**src/design/ows_pkg.sv**
```systemverilog
package ows_pkg;

	localparam int ROM_BITS = 64;
	localparam int POS_W = 7;
	localparam int CRC_W = 8;
	localparam logic [CRC_W-1:0] CRC_POLY = 8'h8C;

	localparam logic [1:0] OP_RESTART = 2'd0;
	localparam logic [1:0] OP_START = 2'd1;
	localparam logic [1:0] OP_PAIR = 2'd2;

	localparam logic [1:0] ST_NONE = 2'd0;
	localparam logic [1:0] ST_FOUND = 2'd1;
	localparam logic [1:0] ST_CRC_ERR = 2'd2;

	typedef struct packed {
		logic [1:0] operation;
		logic presence;
		logic bit_true;
		logic bit_complement;
	} req_t;

	typedef struct packed {
		logic proceed;
		logic write_valid;
		logic write_bit;
		logic pass_done;
		logic [1:0] status;
		logic [ROM_BITS-1:0] rom_code;
	} rsp_t;

	function automatic logic [CRC_W-1:0] crc_bit(input logic [CRC_W-1:0] crc, input logic b);
		logic [CRC_W-1:0] c;
		c = crc >> 1;
		if (crc[0] ^ b) begin
			c = c ^ CRC_POLY;
		end
		return c;
	endfunction

endpackage

```
**src/design/ows_engine.sv**
```systemverilog
module ows_engine (
	input  logic          clk,
	input  logic          arst_n,
	input  logic          step,
	input  ows_pkg::req_t item,
	output ows_pkg::rsp_t res
);
	import ows_pkg::*;

	localparam logic [POS_W-1:0] LAST_POS = POS_W'(ROM_BITS);
	localparam logic [POS_W-1:0] FIRST_POS = POS_W'(1);

	logic [ROM_BITS-1:0] rom_bits_q, rom_bits_d;
	logic [POS_W-1:0] last_disc_q, last_disc_d;
	logic [POS_W-1:0] disc_mark_q, disc_mark_d;
	logic [POS_W-1:0] bit_pos_q, bit_pos_d;
	logic last_dev_q, last_dev_d;
	logic in_pass_q, in_pass_d;
	logic [CRC_W-1:0] crc_q, crc_d;

	logic [POS_W-1:0] pos;
	logic [$clog2(ROM_BITS)-1:0] idx;
	logic dir;
	logic mark;
	logic [POS_W-1:0] mark_val;
	logic [CRC_W-1:0] crc_new;

	always_comb begin
		pos = (bit_pos_q == '0 || bit_pos_q > LAST_POS) ? FIRST_POS : bit_pos_q;
		idx = ($clog2(ROM_BITS))'(pos - FIRST_POS);
		mark = 1'b0;
		priority if (item.bit_true || item.bit_complement) begin
			dir = item.bit_true;
		end else if (pos == last_disc_q) begin
			dir = 1'b1;
		end else if (pos > last_disc_q) begin
			dir = 1'b0;
			mark = 1'b1;
		end else begin
			dir = rom_bits_q[idx];
			mark = !dir;
		end
		mark_val = mark ? pos : disc_mark_q;
		crc_new = crc_bit(crc_q, dir);
	end

	always_comb begin
		rom_bits_d = rom_bits_q;
		last_disc_d = last_disc_q;
		disc_mark_d = disc_mark_q;
		bit_pos_d = bit_pos_q;
		last_dev_d = last_dev_q;
		in_pass_d = in_pass_q;
		crc_d = crc_q;
		res = '0;
		unique case (item.operation)
			OP_RESTART: begin
				rom_bits_d = '0;
				last_disc_d = '0;
				disc_mark_d = '0;
				bit_pos_d = FIRST_POS;
				last_dev_d = 1'b0;
				in_pass_d = 1'b0;
				crc_d = '0;
			end
			OP_START: begin
				in_pass_d = 1'b0;
				priority if (last_dev_q) begin
					last_dev_d = 1'b0;
					res.pass_done = 1'b1;
				end else if (!item.presence) begin
					res.pass_done = 1'b1;
				end else begin
					res.proceed = 1'b1;
					in_pass_d = 1'b1;
					bit_pos_d = FIRST_POS;
					disc_mark_d = '0;
					crc_d = '0;
				end
			end
			OP_PAIR: begin
				if (in_pass_q) begin
					if (item.bit_true && item.bit_complement) begin
						last_disc_d = '0;
						in_pass_d = 1'b0;
						res.pass_done = 1'b1;
					end else begin
						rom_bits_d[idx] = dir;
						disc_mark_d = mark_val;
						crc_d = crc_new;
						res.write_valid = 1'b1;
						res.write_bit = dir;
						if (pos == LAST_POS) begin
							last_disc_d = mark_val;
							if (mark_val == '0) begin
								last_dev_d = 1'b1;
							end
							in_pass_d = 1'b0;
							bit_pos_d = FIRST_POS;
							res.pass_done = 1'b1;
							if (crc_new == '0) begin
								res.status = ST_FOUND;
								res.rom_code = rom_bits_d;
							end else begin
								res.status = ST_CRC_ERR;
							end
						end else begin
							bit_pos_d = pos + FIRST_POS;
						end
					end
				end
			end
			default: begin
			end
		endcase
	end

	always_ff @(posedge clk or negedge arst_n) begin
		if (!arst_n) begin
			rom_bits_q <= '0;
			last_disc_q <= '0;
			disc_mark_q <= '0;
			bit_pos_q <= FIRST_POS;
			last_dev_q <= 1'b0;
			in_pass_q <= 1'b0;
			crc_q <= '0;
		end else if (step) begin
			rom_bits_q <= rom_bits_d;
			last_disc_q <= last_disc_d;
			disc_mark_q <= disc_mark_d;
			bit_pos_q <= bit_pos_d;
			last_dev_q <= last_dev_d;
			in_pass_q <= in_pass_d;
			crc_q <= crc_d;
		end
	end

`ifndef ASSERT_OFF
	a_pos_range: assert property (@(posedge clk) disable iff (!arst_n)
		bit_pos_q >= FIRST_POS && bit_pos_q <= LAST_POS)
		else $error("bit position out of range");

	a_proceed_opens: assert property (@(posedge clk) disable iff (!arst_n)
		step && res.proceed |=> in_pass_q && bit_pos_q == FIRST_POS && crc_q == '0)
		else $error("pass not opened after proceed");

	a_done_closes: assert property (@(posedge clk) disable iff (!arst_n)
		step && res.pass_done |=> !in_pass_q)
		else $error("pass still open after done");

	a_found_crc: assert property (@(posedge clk) disable iff (!arst_n)
		step && res.status == ST_FOUND |=> crc_q == '0 && last_disc_q == $past(mark_val))
		else $error("device reported with nonzero CRC");
`endif

endmodule

```
**src/design/onewire_rom_search_step.sv**
```systemverilog
// Search ROM decision engine for a 1-Wire master. Each request beat is a
// restart, a start of pass after a bus reset, or one true/complement bit pair,
// and each produces exactly one response beat. A beat is held in the input
// register and its response is captured in the output register, so one beat
// can be taken every cycle while the response side is not stalled; the search
// state is updated once per beat, as its response enters the output register.
module onewire_rom_search_step (
	input  logic          clk,
	input  logic          arst_n,
	input  logic          req_valid,
	output logic          req_stall,
	input  ows_pkg::req_t req,
	output logic          rsp_valid,
	input  logic          rsp_stall,
	output ows_pkg::rsp_t rsp
);
	import ows_pkg::*;

	logic valid_s1;
	req_t item_s1;
	logic valid_s2;
	rsp_t rsp_s2;
	rsp_t res;
	logic step;

	assign step = valid_s1 && (!valid_s2 || !rsp_stall);
	assign req_stall = valid_s1 && !step;

	ows_engine u_engine (
		.clk   (clk),
		.arst_n(arst_n),
		.step  (step),
		.item  (item_s1),
		.res   (res)
	);

	always_ff @(posedge clk or negedge arst_n) begin
		if (!arst_n) begin
			valid_s1 <= 1'b0;
			valid_s2 <= 1'b0;
		end else begin
			if (!req_stall) begin
				valid_s1 <= req_valid;
			end
			if (step) begin
				valid_s2 <= 1'b1;
			end else if (!rsp_stall) begin
				valid_s2 <= 1'b0;
			end
		end
	end

	always_ff @(posedge clk) begin
		if (req_valid && !req_stall) begin
			item_s1 <= req;
		end
		if (step) begin
			rsp_s2 <= res;
		end
	end

	assign rsp_valid = valid_s2;
	assign rsp = rsp_s2;

endmodule
```
**config.mk**
```make
export PLATFORM = sky130hd
export DESIGN_NAME = onewire_rom_search_step
export DESIGN_NICKNAME = d
export VERILOG_FILES = /design/src/design/ows_pkg.sv /design/src/design/ows_engine.sv /design/src/design/onewire_rom_search_step.sv
export SDC_FILE = /design/constraint.sdc
export NUM_CORES = 1
export LEC_CHECK = 0
export BUFFER_PORTS_ARGS = -buffer_cell sky130_fd_sc_hd__buf_2
export CORE_ASPECT_RATIO = 1.5
export CORE_MARGIN = 5
export CORE_UTILIZATION = 29
export CTS_CLUSTER_SIZE = 16
export DETAILED_ROUTE_END_ITERATION = 8
export GPL_TIMING_DRIVEN = 0
export PLACE_DENSITY = 0.44
export SLEW_MARGIN = 15
export SYNTH_ARGS = -nofsm -noshare
export SYNTH_HDL_FRONTEND = slang
export SYNTH_HIERARCHICAL = 1
export SYNTH_SLANG_ARGS = --single-unit
```
**constraint.sdc**
```tcl
create_clock -name clk -period 7.4 [get_ports clk]
set_input_delay 1.11 -clock clk [delete_from_list [all_inputs] [get_ports clk]]
set_output_delay 1.11 -clock clk [all_outputs]
set_load 0.1 [all_outputs]
```
==> impl_metrics.csv <==
group,metric,value,unit
outcome,status,"complete, no violations",
timing,hold_ws,0.4880,ns
die,start_util,0.2922,
placed_design,dp_hpwl,25970,um
routing,drtIter0Drc,515,
flow_run,cap_viol_max_count,0,
timing,rsz0062_at_grt,"false",
clocking,clock-sinks,172,
finish,drive_above_1_share,0.2291,
timing,drv_slew,0,
routing,vias_per_cell,5.401,
timing,tightest_slew,1.193,ns
timing,layout_min_cycle_time,5.739,ns
timing,setup_violations,0,
critical_path,critPathMostFrequentCell,"buf_6",
synthesis,synth_area,9982,um^2
synthesis,avgSynthCellArea,9.796,um^2
global_route,grt_usage,0.1830,
power_and_ir_drop,peakVddDrop,0.1398,mV
clocking,cts_resized,0,
critical_path,critPathKind,"register to register",
global_route,antenna_found_initial,0,
critical_path,crit_chain,"buf_6 > or4_1 > buf_2 > o21ai_2 > nand2_2 > inv_2 > ha_1 > xor2_1 > mux4_2 > o22a_1 > nand3_1 > a311oi_2 > a221oi_4 > nor3_1 > buf_6 > buf_6 > nor4_2",
synthesis,synth-main-ff-cell,"dfrtp_1",
synthesis,synthCells,1019,
critical_path,cp.required,7.58,ns
placed_design,portBuffers,80,
clocking,numCtsBuffers,17,
die,die_h,237.2,um
timing,max_freq,0.1742,GHz
routing,dr.pass1.iters,5,
routing,drc_errors,0,
critical_path,crit_fanout,10,
synthesis,synthesis.nets,1040,
finish,nNetsFinal,1143,
synthesis,ys_ff_latch,172,
timing,hold_viol,0,
routing,num_vias,8425,
critical_path,endpoint_kind,"register",
routing,ant_nets,0,
timing,fin_crit_sh,0.7756,
clocking,clkLatencyLatePin,0.46,ns
critical_path,cp_slowest_stage_delay,0.89,ns
global_route,grt_pass1_vias,8422,
die,num_rows,83,
synthesis,ys_async_sr_fraction,0.5640,
clocking,root_buffer,"clkbuf_16",
clocking,clk_pin_slew,0.07,ns
global_route,grt-ovfl-total,0,
placed_design,gp_congestion,0.9354,
die,num_io_pins,81,
global_route,grt_pass1_wl,53080,um
synthesis,synth_edf_count,75,
synthesis,ys_types,79,
global_route,grt_max_degree,53,
clocking,cts.path.max_buffers,2,
critical_path,slowest_stage,"xor2_1",
worst_hold_path,hp-class,"register to register",
clocking,cts_max_level,4,
finish,antennaDiodeCount,0,
synthesis,synth_warnings,6,
finish,area_delta_synth_final,16.82,%
die,die_w,161.5,um
critical_path,crit_family,"simple AND/OR/NAND/NOR gates",
power_and_ir_drop,powerDensity,263.1,nW/um^2
timing,max-slew-margin-rel,0.1996,
die,core-area,34170,um^2
critical_path,cp-start-kind,"register",
die,dieArea,38310,um^2
finish,utilization,0.3413,
critical_path,cp.arrival,5.92,ns
clocking,hold_buffers,0,
clocking,post_cts_buffers,0,
critical_path,path_buf_inv,5,
timing,finClkSkew,0.009393,ns
power_and_ir_drop,power_leakage,0.004341,uW
routing,wirelength,35350,um
routing,wl_per_cell,22.66,um
synthesis,seq_area_frac_synth,0.4689,
clocking,cts_tree,"done",
cells in the mapped netlist (4+ instances only):
cell / number / share of area
mux2i_1: 18 / 0.018
nand4_1: 7 / 0.0044
nor3_1: 18 / 0.0090
buf_2: 14 / 0.0070
nand2b_1: 15 / 0.0094
nor4_2: 42 / 0.053
a21oi_1: 132 / 0.066
a22o_1: 7 / 0.0061
mux2_2: 8 / 0.0090
edfxtp_1: 75 / 0.23
o21ai_1: 40 / 0.020
nor2_1: 39 / 0.015
dfrtp_1: 96 / 0.24
ha_1: 12 / 0.015
clkbuf_1: 62 / 0.023
a2111oi_2: 5 / 0.0075
o21ai_2: 32 / 0.028
nor4_1: 22 / 0.014
nand2_1: 121 / 0.046
nor2b_1: 10 / 0.0063
o31ai_1: 5 / 0.0038
and2_1: 4 / 0.0025
o31a_1: 4 / 0.0035
nand3_1: 24 / 0.012
buf_8: 4 / 0.0060
inv_1: 21 / 0.0079
buf_6: 15 / 0.017
xnor2_1: 5 / 0.0044
a211o_1: 4 / 0.0035
o21ai_0: 85 / 0.043
a211oi_1: 5 / 0.0038
through the flow:
step | setup TNS (ns) | instance area [um^2] | cells | power [uW] | worst slack (ns)
finish | 0 | 11660 | 1560 | 3068 | 1.661
global route | 0 | 11660 | 1560 | 3173 | 1.533
CTS | 0 | 11660 | 1560 | 3090 | 1.683
detailed placement | 0 | 11040 | 1528 | 2106 | 1.704
global placement | -188.57 | 10910 | 1524 | 2102 | -2.465
floorplan | 0 | 9982 | 1019 | 1761 | 1.313
cells in the final DEF, fill, tap and decap left out, types with 5 or more instances in the layout:
cell and instances:
clkbuf_16 17, nand4_1 7, dfrtp_1 96, buf_6 16, a21oi_1 132, nor2_1 39, a211oi_1 5, o21ai_2 32
nand2b_1 15, nor4_1 22, nor4_2 42, inv_1 21, buf_2 93, a2111oi_2 5, edfxtp_1 75, nand3_1 24
ha_1 12, o21ai_1 40, o31ai_1 5, mux2_2 8, nor3_1 18, nand2_1 121, mux2i_1 18, xnor2_1 5
nor2b_1 10, o21ai_0 85, a22o_1 7, clkbuf_1 65
report_power, final:
part	internal, uW	switching [uW]	total (uW)
registers	1040	27.3	1070
clock network	574	400	973
logic	238	786	1020
path summary, 6_finish.rpt:
kind                                                      from  cells past startpoint  slack, ns                             endpoint
setup / recovery             u_engine/bit_pos_q[1]$_DFFE_PN0P_                     17       1.66                    rsp[25]$_DFFE_PP_
hold / removal             u_engine/last_disc_q[1]$_DFFE_PN0P_                      2       0.49  u_engine/last_disc_q[1]$_DFFE_PN0P_
setup reg to reg             u_engine/bit_pos_q[1]$_DFFE_PN0P_                     17       1.66                    rsp[25]$_DFFE_PP_
hold reg to reg            u_engine/last_disc_q[1]$_DFFE_PN0P_                      2       0.49  u_engine/last_disc_q[1]$_DFFE_PN0P_
max in group asynchronous                               arst_n                      2       6.15  u_engine/rom_bits_q[41]$_DFFE_PN0P_
min in group asynchronous                               arst_n                      1       0.57                 valid_s1$_DFFE_PN0N_
worst reg2reg max path: stages, from the launching register on:
cell	delay (ns)
dfrtp_1	0.38
buf_6	0.15
or4_1	0.45
buf_2	0.19
o21ai_2	0.18
nand2_2	0.10
inv_2	0.23
ha_1	0.31
xor2_1	0.89
mux4_2	0.44
o22a_1	0.15
nand3_1	0.16
a311oi_2	0.43
a221oi_4	0.14
nor3_1	0.62
buf_6	0.34
buf_6	0.22
nor4_2	0.07
registers in the layout, indices dropped and copies added (netlist names), 5 cells and up:
name	cells
u_engine/disc_mark_q	7
u_engine/bit_pos_q	7
u_engine/rom_bits_q	64
rsp	70
u_engine/last_disc_q	7
u_engine/crc_q	8
item_s1	5
area by class of cell:
class | count | area (um^2)
fill | 3496 | 22510
multi-input combinational | 724 | 4667
sequential | 172 | 4681
timing repair buffer | 84 | 516.7
clock inverter | 11 | 168.9
clock buffer | 21 | 450.4
inverter | 24 | 91.34
tap | 425 | 531.8
buffer | 99 | 554.3
metal layers:
layer | global-route usage | wire (um) | up-vias
li1 | - | - | 3964
met1 | 0.2033 | 13330 | 4123
met3 | 0.03018 | 1423 | 64
met5 | 0 | 0 | -
met4 | 0.07812 | 1436 | 0
met2 | 0.3420 | 19160 | 274
kinds of logic after synthesis:
family,synth area share
muxes,0.03159
and+or+nand+nor,0.1848
adders and majority gates,0.01604
DFF,0.4689
buffers and inverters,0.06468
AOI/OAI and AO/OA,0.2288
xor gates and xnor gates,0.005264
Power figures use the tool's default switching activity.
